### src/rtl/msc_pkg.sv
// Shared types and constants for the majority subarray counter.
// Holds the input, result and classified-operation structs; no dependencies.
`default_nettype none

package msc_pkg;

	localparam int ELEM_W          = 32;
	localparam int TOTAL_W         = 24;
	localparam int MAX_LEN_DEFAULT = 4096;
	localparam int QUEUE_DEPTH     = 2;

	typedef struct packed {
		logic signed [ELEM_W-1:0] element_value;
		logic                     first_of_array;
	} in_item_t;

	typedef struct packed {
		logic [TOTAL_W-1:0] running_total;
		logic               too_long;
	} out_item_t;

	// One element after classification against the target value.
	typedef struct packed {
		logic is_match;
		logic first;
	} op_t;

endpackage

`default_nettype wire

### src/rtl/msc_queue.sv
// Short queue of classified operations between the front and back ends.
// Depends on msc_pkg for the operation type.
`default_nettype none

module msc_queue (
	input  wire logic         clk,
	input  wire logic         arst_n,
	input  wire logic         push,
	input  wire msc_pkg::op_t push_op,
	output logic              full,
	input  wire logic         pop,
	output msc_pkg::op_t      pop_op,
	output logic              empty
);
	import msc_pkg::*;

	localparam int PTR_W = (QUEUE_DEPTH > 1) ? $clog2(QUEUE_DEPTH) : 1;
	localparam int CNT_W = $clog2(QUEUE_DEPTH + 1);

	op_t              entries_q [QUEUE_DEPTH];
	logic [PTR_W-1:0] wr_ptr_q;
	logic [PTR_W-1:0] rd_ptr_q;
	logic [CNT_W-1:0] count_q;
	logic             do_push;
	logic             do_pop;

	assign full    = (count_q == CNT_W'(QUEUE_DEPTH));
	assign empty   = (count_q == '0);
	assign do_push = push && !full;
	assign do_pop  = pop && !empty;
	assign pop_op  = entries_q[rd_ptr_q];

	always_ff @(posedge clk) begin
		if (do_push) begin
			entries_q[wr_ptr_q] <= push_op;
		end
	end

	always_ff @(posedge clk or negedge arst_n) begin
		if (!arst_n) begin
			wr_ptr_q <= '0;
			rd_ptr_q <= '0;
			count_q  <= '0;
		end else begin
			if (do_push) begin
				wr_ptr_q <= (wr_ptr_q == PTR_W'(QUEUE_DEPTH - 1)) ? '0 : wr_ptr_q + 1'b1;
			end
			if (do_pop) begin
				rd_ptr_q <= (rd_ptr_q == PTR_W'(QUEUE_DEPTH - 1)) ? '0 : rd_ptr_q + 1'b1;
			end
			if (do_push && !do_pop) begin
				count_q <= count_q + 1'b1;
			end else if (do_pop && !do_push) begin
				count_q <= count_q - 1'b1;
			end
		end
	end

endmodule

`default_nettype wire

### config.mk
export PLATFORM = sky130hd
export DESIGN_NAME = msc_queue
export DESIGN_NICKNAME = d
export VERILOG_FILES = /design/src/rtl/msc_pkg.sv /design/src/rtl/msc_queue.sv
export SDC_FILE = /design/constraint.sdc
export NUM_CORES = 1
export LEC_CHECK = 0
export BUFFER_PORTS_ARGS = -buffer_cell sky130_fd_sc_hd__buf_2
export CORE_AREA = 5 5 42 44
export CTS_CLUSTER_SIZE = 8
export DETAILED_ROUTE_END_ITERATION = 8
export DIE_AREA = 0 0 47 49
export PLACE_DENSITY = 0.49
export RECOVER_POWER = 100
export SLEW_MARGIN = 15
export SYNTH_ARGS = -nofsm -noshare
export SYNTH_HDL_FRONTEND = slang
export SYNTH_SLANG_ARGS = --single-unit
### constraint.sdc
create_clock -name clk -period 2.5 [get_ports clk]
set_input_delay 0.25 -clock clk [delete_from_list [all_inputs] [get_ports clk]]
set_output_delay 0.25 -clock clk [all_outputs]
set_load 0.01 [all_outputs]
# [Yosys cells after proc, flatten, opt, wreduce, memory -nomap -nowiden]
# Memories as Yosys holds them, arrays and structs flattened.
# Cells that the tools add are included.
# W data, S select, Z words.
[classes] n_mux=6 eq_ne=1 addsub=4 reduce_logical=10
[op_table] op="$logic_and A1 B1 Y1" count=4
[op_table] op="$logic_not A1 Y1" count=4
[op_table] op="$mux W1" count=4
[op_table] op="$mux W2" count=2
[op_table] op="$add A1 B1 Y1 const B" count=2
[op_table] op="$add A2 B1 Y2 const B" count=1
[op_table] op="$eq A2 B2 Y1 const B" count=1
[op_table] op="$logic_not A2 Y1" count=1
[op_table] op="$reduce_bool A2 Y1" count=1
[op_table] op="$sub A2 B1 Y2 const B" count=1
[word_totals] regBits=4 wordCells=25 mem_count=1 ramBits=4 in_bits=6
[mem_list] memory="entries_q" words=2 width=2 read_ports=1 rd_ports_with_merged_regs=0 wr=1 line="msc_queue.sv:20" rtl="op_t entries_q [QUEUE_DEPTH];"

# [Longest topological paths before layout]
[logic_depth] word_depth=7 ltp_mapped=7 ltp_nobuf=7

# [Worst setup path after synthesis]
# Ideal clock, no wire load.
[synth_timing] kind="reg2reg" startpoint="reg count_q[0]" endpoint="reg count_q[1]" setup_time_ns=0.079 period_less_slack_ns=1.379 path_stages_with_launch=7 arrival_ns=1.300 slack_ns=1.121 required_ns=2.421 n_path_buf=0 cell_sequence="dfrtp_1 > nand2b_1 > nand2_1 > inv_1 > ha_1 > nor2_1 > xor2_1"
[synth_between] elab_chain_len=6 elab_cells_between_ends=15 classes_between="2 x add/sub; 1 x eq/ne; 2 x mux; 10 x reduce/logical"
[synth_rtl] item="from (decl)" line="msc_queue.sv:23" rtl="logic [CNT_W-1:0] count_q;"
[synth_rtl] item="from (signal assigned)" line="msc_queue.sv:52" rtl="count_q <= count_q + 1'b1;"
[synth_rtl] item="from (signal assigned)" line="msc_queue.sv:54" rtl="count_q <= count_q - 1'b1;"
[synth_rtl] item="$eq A2 B2 Y1 *" line="msc_queue.sv:27" rtl="assign full = (count_q == CNT_W'(QUEUE_DEPTH));"
[synth_rtl] item="$logic_not A1 Y1 *" line="msc_queue.sv:29" rtl="assign do_push = push && !full;"
[synth_rtl] item="$logic_and A1 B1 Y1 *" line="msc_queue.sv:29"
[synth_rtl] item="named net do_push" line="msc_queue.sv:24" rtl="logic do_push;"
[synth_rtl] item="$logic_not A1 Y1" line="msc_queue.sv:53" rtl="end else if (do_pop && !do_push) begin"
[synth_rtl] item="$logic_and A1 B1 Y1" line="msc_queue.sv:53"
[synth_rtl] item="$reduce_bool A2 Y1 (no line)"
# Mark *: on every way through the listed nets, which the timed path passes. The rest lies on a longest branch. The select of a mux whose other input is x is not followed.
# A chain may end at the register's enable or synchronous reset.

# [Final worst setup path]
# Ends and elaborated chain as after synthesis.

==> impl_metrics.json <==
{
  "core_um2": 1401,
  "required_ns": 2.68,
  "synth_compound_area_share_pct": 1.476,
  "critical_path.startpoint": "count_q[0]$_DFFE_PN0P_",
  "clock_latency_ns": 0.25,
  "synth.avg_cell_area_um2": 13.56,
  "antenna_found_initial": 0,
  "dp_hpwl_um": 502.8,
  "slew_viol_final": 0,
  "drive_above_1_share_pct": 23.68,
  "max_freq_mhz": 669.3,
  "h-tree-depth": 1,
  "synth_top_family_by_area": "XOR/XNOR gates",
  "cts-buffers-inserted": 3,
  "grt_max_degree": 6,
  "grt_pass1_vias": 248,
  "num_io_pins": 10,
  "synth_adder_area_share_pct": 3.690,
  "hp-start": "push_op[0]",
  "peakVddDrop_v": 0.0003651,
  "clock_sinks": 8,
  "yosys.area_share.simple_pct": 8.118,
  "post-route-period-util_pct": 59.76,
  "slowest_delay_ns": 0.42,
  "wl_per_cell_um": 11.57,
  "netlist_instances": 25,
  "powerDensity_nw_per_um2": 1200,
  "die_w_um": 47,
  "synth_seq_cells": 8,
  "rsz0062_at_grt": "false",
  "die_area_um2": 2303,
  "status": "completed",
  "synthesis.nets": 32,
  "first_iter_violations": 1,
  "mostFrequentLayoutCell": "clkbuf_1",
  "ant_nets": 0,
  "finalSetupViolCount": 0,
  "max_slew_margin_pct": 80.23,
  "ys_warn_count": 0,
  "fillers": 160,
  "via_count": 219,
  "cp_top_family": "simple AND/OR/NAND/NOR gates",
  "synth_xor_area_share_pct": 12.92,
  "grt_use_total_pct": 6.392,
  "rows": 14,
  "die_h_um": 49,
  "synth-seq-area-share_pct": 64.94,
  "syn_area_um2": 339.1,
  "layout_common_cells": "clkbuf_1 (5), dfrtp_1 (4), edfxtp_1 (4), buf_2 (4)",
  "firstDrtPassIters": 2,
  "routed_wl_um": 625,
  "synthDistinctLibCells": 12,
  "cts_setup_buffers": 0,
  "hold_path.class": "primary input to flop",
  "p_total_uw": 516.7,
  "dp_slack_ns": 1.001,
  "syn2layout_area_growth_pct": 26.94,
  "tightest_slew_ns": 0.2934,
  "vias_per_cell": 4.056,
  "crit_slowest_cell": "dfrtp_1",
  "root_buffer": "clkbuf_4",
  "worstSetupPathType": "flop to flop",
  "overflow": 0,
  "startpoint_type": "flop",
  "path_cells": "nand2b_1 > nand2_1 > inv_1 > ha_1 > xor2_1 > nor2_1 > xor2_1",
  "io_buffers": 9,
  "critPathMaxFanout": 5,
  "grt_pass1_wl_um": 986,
  "fin_ws_ns": 1.006,
  "gp_congestion": 0.7475,
  "fin_nets": 47,
  "cts_tree": "built",
  "drc": 0,
  "clk_pin_slew_ns": 0.05,
  "maxCapViolations": 0,
  "start_util_pct": 24.20,
  "crit_arrival_ns": 1.67,
  "worst_setup_path_end_kind": "flop",
  "cpMostUsedCell": "xor2_1",
  "max-clock-path-buffers": 2,
  "hold_viol_final": 0,
  "skew_ns": 0.0004626,
  "insertedDiodeCount": 0,
  "final_period_minus_worst_setup_slack_ns": 1.494,
  "tns_ns": 0,
  "reg2reg_from": "count_q[0]$_DFFE_PN0P_",
  "path_buf_inv": 1,
  "power.leakage_nw": 0.1878,
  "synthMuxAreaShare_pct": 6.642
}
per-layer routing:
metal | up-vias | routed length (um) | global-route usage (%)
met1 | 97 | 246 | 6.321
met4 | 0 | 17 | 4.147
met2 | 10 | 283 | 9.729
li1 | 110 | - | -
met3 | 2 | 78 | 3.690
met5 | - | 0 | 0
cell usage after synthesis, drive strengths merged:
library cell	n	area, um^2
o21ai	1	5.000
ha	1	12.51
nand2	1	3.750
nand2b	1	6.260
inv	2	7.510
mux2	2	22.52
nor2	3	11.26
xor2	2	17.52
and3	1	6.260
xnor2	3	26.28
dfrtp	4	100.1
edfxtp	4	120.1
metrics by stage:
| step | util (%) | hold slack, ns | cell area [um^2] | std cells |
|---|---|---|---|---|
| floorplan | - | -0.04559 | 339.1 | 25 |
| global placement | 28.84 | 0.05850 | 404.1 | 50 |
| detailed placement | 28.84 | 0.06278 | 404.1 | 50 |
| CTS | 31.16 | 0.1857 | 436.7 | 54 |
| global route | 30.71 | 0.1826 | 430.4 | 54 |
| finish | 30.71 | 0.1917 | 430.4 | 54 |
final timing paths:
check / end / slack, ns / cells past startpoint
setup / recovery: count_q[1]$_DFFE_PN0P_ / 1.01 / 7
hold / removal: entries_q[0][0]$_DFFE_PP_ / 0.19 / 1
setup reg to reg: count_q[1]$_DFFE_PN0P_ / 1.01 / 7
hold reg to reg: wr_ptr_q$_DFFE_PN0P_ / 0.51 / 1
max in group asynchronous: count_q[1]$_DFFE_PN0P_ / 1.94 / 2
min in group asynchronous: count_q[0]$_DFFE_PN0P_ / 0.37 / 2
worst reg2reg max path: stages (launching register included):
cell and delay (ns):
dfrtp_1 0.42, nand2b_1 0.19, nand2_1 0.13, inv_1 0.06, ha_1 0.20, xor2_1 0.14, nor2_1 0.13, xor2_1 0.14
cells by family after synthesis:
logic type / after synthesis
xor gates and xnor gates: 5
adders and majority gates: 1
muxes: 2
DFF: 8
AOI/OAI and AO/OA: 1
and+or+nand+nor: 6
buffers and inverters: 2
power breakdown:
group / internal, mW / switching (mW)
Sequential: 0.193 / 0.0436
Combinational: 0.0918 / 0.0916
Clock: 0.0548 / 0.0419
Total: 0.340 / 0.177
state kept, by name, summed over array words and instances (netlist names):
register   count
entries_q      4
count_q        2
wr_ptr_q       1
rd_ptr_q       1
final cells by class:
type,count,area [um^2],share of cell area (%)
flip-flops and latches,8,220.2,51.16
multi-input cells,15,111.4,25.87
repair buffers,10,48.80,11.34
clock buffers,3,22.52,5.233
well taps,16,20.02,4.651
inverters,2,7.507,1.744
what timing repair did:
action,4_1_cts,5_1_grt
hold endpoints to repair,4,0
hold buffers,1,0
endpoints found under the setup margin,0,0
resized for setup,0,0
Power figures use the tool's default switching activity.
