===== src/rtl/msc_pkg.sv =====
// Shared types and constants for the majority subarray counter.
// Holds the input, result and classified-operation structs; no dependencies.
`default_nettype none

package msc_pkg;

	localparam int ELEM_W          = 32;
	localparam int TOTAL_W         = 24;
	localparam int MAX_LEN_DEFAULT = 4096;
	localparam int QUEUE_DEPTH     = 2;

	typedef struct packed {
		logic signed [ELEM_W-1:0] element_value;
		logic                     first_of_array;
	} in_item_t;

	typedef struct packed {
		logic [TOTAL_W-1:0] running_total;
		logic               too_long;
	} out_item_t;

	// One element after classification against the target value.
	typedef struct packed {
		logic is_match;
		logic first;
	} op_t;

endpackage

`default_nettype wire


===== src/rtl/msc_front.sv =====
// Front end: holds the target register, accepts elements and classifies them.
// Depends on msc_pkg; pushes classified operations into msc_queue.
`default_nettype none

module msc_front (
	input  wire logic              clk,
	input  wire logic              arst_n,
	input  wire logic              cfg_we,
	input  wire logic [31:0]       cfg_data,
	input  wire logic              in_valid,
	output logic                   in_stall,
	input  wire msc_pkg::in_item_t in_item,
	output logic                   q_push,
	output msc_pkg::op_t           q_op,
	input  wire logic              q_full
);
	import msc_pkg::*;

	logic signed [ELEM_W-1:0] target_q;

	always_ff @(posedge clk or negedge arst_n) begin
		if (!arst_n) begin
			target_q <= '0;
		end else if (cfg_we) begin
			target_q <= cfg_data;
		end
	end

	assign in_stall      = q_full;
	assign q_push        = in_valid && !q_full;
	assign q_op.is_match = (in_item.element_value == target_q);
	assign q_op.first    = in_item.first_of_array;

endmodule

`default_nettype wire


===== config.mk =====
export PLATFORM = sky130hd
export DESIGN_NAME = msc_front
export DESIGN_NICKNAME = d
export VERILOG_FILES = /design/src/rtl/msc_pkg.sv /design/src/rtl/msc_front.sv
export SDC_FILE = /design/constraint.sdc
export NUM_CORES = 1
export LEC_CHECK = 0
export BUFFER_PORTS_ARGS = -buffer_cell sky130_fd_sc_hd__buf_2
export CAP_MARGIN = 10
export CORE_UTILIZATION = 41
export CTS_CLUSTER_DIAMETER = 150
export DETAILED_ROUTE_END_ITERATION = 10
export HOLD_SLACK_MARGIN = 0.05
export MAX_ROUTING_LAYER = met4
export PLACE_DENSITY_LB_ADDON = 0.05
export REMOVE_ABC_BUFFERS = 1
export SLEW_MARGIN = 20
export SYNTH_ARGS = -nofsm -noshare
export SYNTH_HDL_FRONTEND = slang
export SYNTH_SLANG_ARGS = --single-unit

===== constraint.sdc =====
create_clock -name clk -period 1.2 [get_ports clk]
set_clock_uncertainty 0.1 [all_clocks]
set_input_delay 0.24 -clock clk [delete_from_list [all_inputs] [get_ports clk]]
set_output_delay 0.24 -clock clk [all_outputs]
set_load 0.03 [all_outputs]

* Word level (Yosys, flattened, before mapping)
Index checks and enable logic that the tools add are counted.
** Word-level totals
- Bits in writable memories :: 0
- Word-level logic and storage cells :: 4
- Bits in registers :: 32
- Memories :: 0
- Latch bits :: 0
- Input port bits :: 70
- Output and inout bits :: 4
- Memory bits (read-only) :: 0
** Cells by class
- Shift operators :: 0
- Bitwise gates (word level) :: 0
- $lt $le $gt $ge :: 0
- Div/mod/pow operators :: 0
- Add/subtract/negate cells :: 0
- Multipliers :: 0
- Reductions and logical operators :: 2
- Multiplexer cells :: 0
- Eq/ne operators :: 1
** Operators with widths (number)
- == test 32 bit :: 1
- logical AND 1 bit :: 1
- logical NOT 1 bit :: 1

* Logic depth before layout (Yosys ltp)
Gate-level depths: netlist of the first run.
- Depth after elaboration :: 2
- Gate-level depth with buffers :: 4
- Gate-level depth less buffers :: 4

* Worst setup path after synthesis of the first run
OpenSTA, ideal clock, no wires.
- Kind :: register to output
- Start point :: reg target_q[31]
- End point :: out q_op[1] (netlist bit)
- Arrival time :: 1.314 ns
- Required time :: 0.860 ns
- Cell stages (with the launch flop) :: 5
- Buffers on the path :: 0
- Setup slack :: -0.454 ns
- Cell sequence :: dfrtp_1 -> xor2_1 -> nor4_1 -> nand4_1 -> nor2_1
** RTL lines
- start, declared :: line msc_front.sv:19 : logic signed [ELEM_W-1:0] target_q;
- start signal, assigned :: line msc_front.sv:25 : target_q <= cfg_data;
- end, declared :: line msc_front.sv:14 : output msc_pkg::op_t q_op,

==> metrics.log, run 1 <==
[metrics] multi-input logic area: 738 um2
[metrics] clock edge transition at the registers on the reported setup and hold paths: 0.06 ns
[metrics] Reg area: 801 um2
[metrics] post-layout net count: 260
[metrics] core region area: 3660 um2
[metrics] count of inserted antenna diode cells: 0
[metrics] Max Fanout on Critical Path: 2
[metrics] Sum Neg Setup Slack: -0.739 ns
[metrics] Worst EP required: 0.86 ns
[metrics] vias per cell: 4.68
[metrics] Total Die Area: 4050 um2
[metrics] detailed router's first-iteration violation count: 34
[metrics] final worst slack: -0.739 ns
[metrics] GRT Total Usage: 17.2%
[metrics] sw frac: 23.4%
[metrics] Max Cap Viol: 0
[metrics] warnings from Yosys: 0
[metrics] combined area of all synthesized cells: 1560 um2
[metrics] Post-Synthesis Mean Instance Area: 13.7 um2
[metrics] failing checks: setup timing
[metrics] internal power: 1970 uW
[metrics] Initial Util: 42.5%
[metrics] cell at the root of the clock tree: clkbuf_8
[metrics] part of the total power dissipated in combinational logic: 17.7%
[metrics] endpoint type of the worst setup path: output pin
[metrics] wire length of the first global-routing pass: 4940 um
[metrics] Final Setup Violations: 1
[metrics] most common library cell in the layout ignoring fill and taps: buf_2
[metrics] count of vias placed by the detailed router: 1115
[metrics] TritonCTS clock tree: done
[metrics] Pleak: 0.00101 uW
[metrics] count of clock tree sinks: 32
[metrics] number of global-route vias before repair: 1159
[metrics] worst ir drop on vdd: 0.000777 V
[metrics] Yosys reg bits: 32
[metrics] Yosys top cell by area: dfrtp_1
[metrics] nature of the critical path startpoint: flip-flop
[metrics] initial antenna violation count: 0
[metrics] boundary pin count: 74
[metrics] count of input and output buffers: 71
[metrics] number of H-tree branching levels: 2
[metrics] top cell type's share of synthesized area: 51.4%
[metrics] CP arrival: 1.60 ns
[metrics] number of flip-flops under the largest register name: 32
[metrics] commonest cells after routing, fill and taps aside: buf_2, xor2_1, dfrtp_1
[metrics] fraction of the yosys area taken by sequential cells: 51.4%
[metrics] number of fill cells in the layout: 329
[metrics] relative area change from synthesis to final layout: 36.4%
[metrics] count of final max-slew check failures: 0
[metrics] die height: 63.6 um
[metrics] maximum number of pins on one net before global-route repair: 21
[metrics] post-route DRC violation count: 0
[metrics] clock latency at the later pin of the worst-skew pair: 0.27 ns
[metrics] headroom to the max-slew limit: 78.7%
[metrics] gate count of the mapped netlist: 114
[metrics] part of the power in the clock network: 33.5%
[metrics] remaining number of nets flagged by the antenna check after routing: 0
[metrics] Pwr per Cell Area: 1210 nW/um2
[metrics] type of the worst min-delay path: input pin to flip-flop
[metrics] Die Span X: 63.6 um
[metrics] proportion of power drawn by flip-flops and latches: 48.9%
[metrics] net switching power figure: 603 uW
[metrics] most flop-heavy register: target_q
[metrics] portion of the clock cycle consumed by the worst path in the final layout: 162%
[metrics] final critical path time including I/O delays and setup: 1.94 ns
[metrics] count of TritonRoute iterations in the first routing pass: 4
[metrics] final hold violations: 0
[metrics] biggest area contributors in the synthesized netlist: dfrtp_1, mux2_2, xor2_1, nor4_1, buf_4
[metrics] highest achievable clock rate: 516 MHz
[metrics] row count: 22
[metrics] slew at the pin with the worst max-slew slack: 0.319 ns
[metrics] last weighted congestion value of the routability-driven placer: 0.678
[metrics] final design utilization: 58.0%
[metrics] fraction of final layout cells sized beyond drive strength 1: 60.5%
[metrics] setup repair after global routing missed its margin: true
[metrics] type of the worst setup path: flip-flop to output pin
[metrics] half-perimeter wire length of the detailed placement result: 2280 um
[metrics] grt total ovfl: 0
[metrics] run status: finished, violations left
[metrics] number of library cell types mapped by synthesis: 10
[metrics] wirelength, routed: 2890 um
[metrics] largest buffer count on any clock path: 2
[metrics] cts bufs inserted: 5
[metrics] registers with the most flip-flops: target_q (32)
[metrics] Routed WL per cell: 12.1 um
==> worst max-delay path, cell delays in order, from the launching register on <==
cell and delay (ns):
dfrtp_1 0.39, xor2_1 0.15, nor4_2 0.30, nand4_1 0.17, nor2_1 0.14, buf_4 0.17
==> metal layers <==
metal	vias to the layer above	share of wire, %	routed length, um	track usage [%]
met1	520	39	1130	17.2
li1	550	-	-	-
met4	0	0.69	20	6.82
met3	2	7.4	215	7.61
met2	43	53	1520	29.1
met5	-	0	0	-
==> cell usage after synthesis <==
cell      instances
nand4_1           2
dfrtp_1          32
mux2_1            2
xor2_1           32
nor2_1            1
nor2b_1           1
mux2_2           30
buf_4             5
clkbuf_2          1
nor4_1            8
==> cells by family after synthesis <==
logic type / after synthesis / share of synthesized area [%]
buffers and inverters: 6 / 2.73
multiplexers: 32 / 23.2
AND/OR/NAND/NOR: 12 / 4.66
XOR/XNOR: 32 / 18.0
flip-flops: 32 / 51.4
==> worst paths after layout <==
kind | startpoint | endpoint | slack, ns | cells after the start
max | target_q[25] | q_op[1] | -0.74 | 5
min | cfg_data[1] | target_q[1] | 0.08 | 2
max reg2reg | target_q[1] | target_q[1] | 0.32 | 1
min reg2reg | target_q[2] | target_q[2] | 0.41 | 1
max in group asynchronous | arst_n | target_q[25] | 0.30 | 3
min in group asynchronous | arst_n | target_q[22] | 0.29 | 2
==> layout make-up <==
| type | instances | area share [%] |
|---|---|---|
| multi-input combinational | 76 | 34.8 |
| sequential | 32 | 37.7 |
| tap | 48 | 2.83 |
| timing repair buffer | 75 | 20.2 |
| clock buffer | 7 | 4.54 |
==> power groups by stage <==
stage	Sequential [uW]	Combinational, uW	Clock (uW)
finish	1260	455	862
global placement	1270	430	0
global route	1270	507	957
CTS	1260	460	901
detailed placement	1280	441	0
floorplan	1260	226	0
==> per-stage QoR <==
stage	setup WS (ns)	hold slack [ns]	total power [uW]	cells	instance area (um2)
final	-0.739	0.0807	2570	238	2120
after global routing	-0.844	0.0695	2740	238	2120
after detailed placement	-0.550	0.0541	1720	230	1990
after floorplan	-0.454	-0.156	1490	108	1510
after CTS	-0.749	0.0693	2620	238	2120
after global placement	-0.539	0.0526	1700	230	1990
==> repair_timing <==
item                       CTS  global route
hold buffers                 1             0
pin swaps                    2             3
setup endpoints to repair    1             1
hold endpoints to repair    32             0
setup buffers                0             0
gates resized for setup      4             1
No activity file was read; power rests on OpenSTA's default activity.
==> run 2: changes to the inputs <==
RECOVER_POWER = 25   (was unset)
==> metrics.log, run 2 (synthesized netlist as in run 1, its figures left out) <==
[metrics] worst reg-to-reg path cell count: 1
[metrics] TritonCTS clock tree: done
[metrics] count of inserted antenna diode cells: 0
[metrics] setup repair after global routing missed its margin: true
[metrics] Worst EP required: 0.86 ns
[metrics] grt total ovfl: 0
[metrics] launch instance of the worst min-delay path: cfg_data[1]
[metrics] count of vias placed by the detailed router: 1117
[metrics] Worst Hold End: target_q[1]
[metrics] run status: finished, violations left
[metrics] hold slack: 0.0807 ns
[metrics] initial antenna violation count: 0
[metrics] Hold Path Depth: 2
[metrics] vias per cell: 4.69
[metrics] Routed WL per cell: 12.1 um
[metrics] part of the power in the clock network: 33.5%
[metrics] proportion of power drawn by flip-flops and latches: 48.9%
[metrics] core region area: 3660 um2
[metrics] registers with the most flip-flops: target_q (32)
[metrics] failing checks: setup timing
[metrics] nature of the critical path startpoint: flip-flop
[metrics] cts bufs inserted: 5
[metrics] number of H-tree branching levels: 2
[metrics] clock latency at the later pin of the worst-skew pair: 0.27 ns
[metrics] detailed router's first-iteration violation count: 34
[metrics] Final Setup Violations: 1
[metrics] Die Span X: 63.6 um
[metrics] post-layout net count: 260
[metrics] largest buffer count on any clock path: 2
[metrics] count of input and output buffers: 71
[metrics] headroom to the max-slew limit: 76.3%
[metrics] part of the total power dissipated in combinational logic: 17.6%
[metrics] number of global-route vias before repair: 1159
[metrics] endpoint of the most critical register-to-register path: target_q[1]
[metrics] Initial Util: 42.5%
[metrics] internal power: 1970 uW
[metrics] number of flip-flops under the largest register name: 32
[metrics] highest achievable clock rate: 516 MHz
[metrics] row count: 22
[metrics] Total Power Consumption: 2570 uW
[metrics] Total Die Area: 4050 um2
[metrics] Cell Count Post-Placement: 230
[metrics] wire length of the first global-routing pass: 4940 um
[metrics] count of final max-slew check failures: 0
[metrics] most common library cell in the layout ignoring fill and taps: buf_2
[metrics] wirelength, routed: 2890 um
[metrics] endpoint type of the worst setup path: output pin
[metrics] clock edge transition at the registers on the reported setup and hold paths: 0.06 ns
[metrics] count of TritonRoute iterations in the first routing pass: 4
[metrics] Post CTS Setup Buffer Count: 0
[metrics] CP arrival: 1.60 ns
[metrics] filler-free cell count of the finished design: 238
[metrics] Max Fanout on Critical Path: 2
[metrics] relative area change from synthesis to final layout: 36.3%
[metrics] commonest cells after routing, fill and taps aside: buf_2, xor2_1, dfrtp_1
[metrics] worst r2r src: target_q[1]
[metrics] final critical path time including I/O delays and setup: 1.94 ns
[metrics] register-to-register setup slack: 0.32 ns
[metrics] cell area after layout: 2120 um2
[metrics] Pleak: 0.00101 uW
[metrics] final worst slack: -0.739 ns
[metrics] count of clock tree sinks: 32
[metrics] most flop-heavy register: target_q
[metrics] post-route DRC violation count: 0
[metrics] fraction of final layout cells sized beyond drive strength 1: 60.0%
[metrics] last weighted congestion value of the routability-driven placer: 0.678
[metrics] die height: 63.6 um
[metrics] half-perimeter wire length of the detailed placement result: 2280 um
[metrics] type of the worst setup path: flip-flop to output pin
[metrics] worst ir drop on vdd: 0.000777 V
[metrics] type of the worst min-delay path: input pin to flip-flop
[metrics] net switching power figure: 603 uW
[metrics] Max Cap Viol: 0
[metrics] portion of the clock cycle consumed by the worst path in the final layout: 162%
[metrics] cell at the root of the clock tree: clkbuf_8
[metrics] final hold violations: 0
[metrics] remaining number of nets flagged by the antenna check after routing: 0
[metrics] sw frac: 23.4%
[metrics] GRT Total Usage: 17.2%
[metrics] boundary pin count: 74
[metrics] Sum Neg Setup Slack: -0.739 ns
[metrics] Pwr per Cell Area: 1210 nW/um2
[metrics] maximum number of pins on one net before global-route repair: 21
[metrics] area of placed instances: 1990 um2
[metrics] slew at the pin with the worst max-slew slack: 0.355 ns
run 2: cell types whose count changed in the layout (fill, tap and decap cells not counted):
cell,before,now
clkbuf_2,0,1
buf_2,70,68
clkbuf_1,0,1
run 2: critical path: stages (launching register included):
cell,delay (ns)
dfrtp_1,0.39
xor2_1,0.15
nor4_2,0.30
nand4_1,0.17
nor2_1,0.14
buf_4,0.17
run 2: layer usage:
metal	vias up	share of wire, %	wire [um]	track usage, %
li1	551	-	-	-
met1	521	39	1140	17.2
met2	43	53	1520	29.1
met3	2	7.3	211	7.61
met4	0	0.69	20	6.82
met5	-	0	0	-
run 2: power by group through the flow:
stage | registers (uW) | clock network [uW] | logic (uW)
finish | 1260 | 862 | 454
global route | 1270 | 957 | 506
CTS | 1260 | 901 | 460
detailed placement | 1280 | 0 | 441
global placement | 1270 | 0 | 430
floorplan | 1260 | 0 | 226
run 2: worst max path at each step:
stage                             from  slack, ns       to
after detailed placement  target_q[25]      -0.55  q_op[1]
after floorplan           target_q[31]      -0.45  q_op[1]
after CTS                 target_q[25]      -0.75  q_op[1]
after global routing      target_q[20]      -0.84  q_op[1]
after global placement    target_q[25]      -0.54  q_op[1]
final                     target_q[25]      -0.74  q_op[1]
run 2: what timing repair did:
action | in CTS | in global routing
setup endpoints to repair | 1 | 1
hold buffers | 1 | 0
gates resized for setup | 4 | 1
cloned | 0 | 0
hold endpoints to repair | 32 | 0
pin swaps | 2 | 3
run 2: final cells by class:
type | instances | area (um2)
Fill cell | 329 | 1540
Sequential cell | 32 | 801
Multi-Input combinational cell | 76 | 738
Timing Repair Buffer | 75 | 427
Clock buffer | 7 | 96.3
Tap cell | 48 | 60.1
run 2: per-stage QoR:
| stage | util (%) | setup WS [ns] |
|---|---|---|
| floorplan | - | -0.454 |
| global placement | 54.3 | -0.539 |
| detailed placement | 54.3 | -0.550 |
| CTS | 57.8 | -0.749 |
| global route | 58.0 | -0.844 |
| finish | 58.0 | -0.739 |
==> run 3: changes to the inputs <==
CELL_PAD_IN_SITES_DETAIL_PLACEMENT = 1   (was unset)
CELL_PAD_IN_SITES_GLOBAL_PLACEMENT = 1   (was unset)
CORE_UTILIZATION = 32   (was 41)
==> metrics.log, run 3 (synthesized netlist as in run 1, its figures left out) <==
[metrics] run status: finished, violations left
[metrics] failing checks: setup timing
[metrics] boundary pin count: 74
[metrics] type of the worst min-delay path: input pin to flip-flop
[metrics] final worst slack: -0.739 ns
[metrics] TritonCTS clock tree: done
[metrics] cell with the largest stage delay on the worst path: dfrtp_1
[metrics] final hold violations: 0
[metrics] headroom to the max-slew limit: 75.5%
[metrics] Worst EP required: 0.86 ns
[metrics] initial antenna violation count: 0
[metrics] registers with the most flip-flops: target_q (32)
[metrics] wire length of the first global-routing pass: 5890 um
[metrics] Die Span X: 71.7 um
[metrics] last weighted congestion value of the routability-driven placer: 0.700
[metrics] Final Setup Violations: 1
[metrics] half-perimeter wire length of the detailed placement result: 2860 um
[metrics] Max Cap Viol: 0
[metrics] vias per cell: 4.75
[metrics] row count: 25
[metrics] count of clock tree sinks: 32
[metrics] count of TritonRoute iterations in the first routing pass: 5
[metrics] post-layout net count: 262
[metrics] setup repair after global routing missed its margin: true
[metrics] grt total ovfl: 0
[metrics] clock latency at the later pin of the worst-skew pair: 0.28 ns
[metrics] GRT Total Usage: 16.2%
[metrics] Max Fanout on Critical Path: 2
[metrics] clock edge transition at the registers on the reported setup and hold paths: 0.06 ns
[metrics] Pwr per Cell Area: 1180 nW/um2
[metrics] nature of the critical path startpoint: flip-flop
[metrics] commonest cells after routing, fill and taps aside: buf_2, xor2_1, dfrtp_1
[metrics] core region area: 4690 um2
[metrics] count of final max-slew check failures: 0
[metrics] die height: 71.7 um
[metrics] count of inserted antenna diode cells: 0
[metrics] final critical path time including I/O delays and setup: 1.94 ns
[metrics] slowest stage delay, CP: 0.39 ns
[metrics] type of the worst setup path: flip-flop to output pin
[metrics] worst ir drop on vdd: 0.000720 V
[metrics] relative area change from synthesis to final layout: 37.1%
[metrics] cells along the critical path: xor2_1 -> nor4_2 -> nand4_1 -> nor2_1 -> buf_4
[metrics] number of H-tree branching levels: 2
[metrics] highest achievable clock rate: 516 MHz
[metrics] slew at the pin with the worst max-slew slack: 0.368 ns
[metrics] count of input and output buffers: 71
[metrics] hold slack: 0.0784 ns
[metrics] Sum Neg Setup Slack: -0.739 ns
[metrics] endpoint type of the worst setup path: output pin
[metrics] remaining number of nets flagged by the antenna check after routing: 0
[metrics] cts bufs inserted: 5
[metrics] Pleak: 0.00101 uW
[metrics] detailed router's first-iteration violation count: 12
[metrics] number of global-route vias before repair: 1284
[metrics] most common library cell in the layout ignoring fill and taps: buf_2
[metrics] most flop-heavy register: target_q
[metrics] Initial Util: 33.2%
[metrics] largest buffer count on any clock path: 2
[metrics] fraction of final layout cells sized beyond drive strength 1: 60.9%
[metrics] maximum number of pins on one net before global-route repair: 22
[metrics] number of flip-flops under the largest register name: 32
[metrics] CP arrival: 1.60 ns
[metrics] portion of the clock cycle consumed by the worst path in the final layout: 162%
[metrics] Total Die Area: 5150 um2
[metrics] worst slack, placed: -0.546 ns
[metrics] wirelength, routed: 3610 um
[metrics] Routed WL per cell: 14.7 um
[metrics] number of fill cells in the layout: 527
[metrics] count of vias placed by the detailed router: 1168
[metrics] cell at the root of the clock tree: clkbuf_8
[metrics] post-route DRC violation count: 0
==> run 3: changes by cell type in the layout (fill, tap and decap cells not counted), sizes merged <==
cell	before	now
clkinv	0	1
clkbuf	9	7
buf	72	75
==> run 3: cell type report <==
type / instances / area, um2 / share of cell area (%)
sequential: 32 / 801 / 37.5
tap: 54 / 67.6 / 3.17
clock inverter: 1 / 5.00 / 0.235
multi-input combinational: 76 / 744 / 34.9
clock buffer: 6 / 72.6 / 3.40
timing repair buffer: 77 / 443 / 20.8
==> run 3: critical path: cells and delay by family (launching register included) <==
family / cells / cell delay, ns
xor gates and xnor gates: 1 / 0.16
and+or+nand+nor: 3 / 0.60
DFF: 1 / 0.39
buffers and inverters: 1 / 0.17
==> run 3: worst paths after layout <==
kind	from	to	slack (ns)	cells past startpoint
worst min register to register	target_q[2]	target_q[2]	0.41	1
worst max register to register	target_q[15]	target_q[15]	0.21	2
max in group asynchronous	arst_n	target_q[29]	0.26	3
worst min-delay path	cfg_data[1]	target_q[1]	0.08	2
worst max-delay path	target_q[6]	q_op[1]	-0.74	5
min in group asynchronous	arst_n	target_q[12]	0.31	2
==> run 3: through the flow <==
| stage | total power (uW) | instances | utilization (%) | instance area, um2 |
|---|---|---|---|---|
| after floorplan | 1490 | 108 | - | 1510 |
| after global placement | 1710 | 236 | 42.6 | 2000 |
| after detailed placement | 1730 | 236 | 42.6 | 2000 |
| after CTS | 2550 | 244 | 45.0 | 2110 |
| after global routing | 2670 | 246 | 45.5 | 2130 |
| final | 2510 | 246 | 45.5 | 2130 |
==> run 3: repair_timing <==
| action | in CTS | in global routing |
|---|---|---|
| gates resized for setup | 5 | 1 |
| endpoints found under the setup margin | 1 | 1 |
| hold buffers | 1 | 0 |
| pin swaps | 9 | 6 |
| buffers inserted | 0 | 2 |
| hold endpoints to repair | 32 | 0 |
==> run 3: power by group <==
group          switching [uW]  internal (uW)
logic                     195            281
clock network             378            394
registers                72.1           1190
total                     644           1860
==> run 3: layer usage <==
layer  vias to the layer above  GRT usage [%]  share of wire (%)
met5                         -              -                  0
met4                         0           7.19                1.5
met3                         5           4.78                6.6
met2                        46           26.7                 51
met1                       573           18.1                 41
li1                        544              -                  -
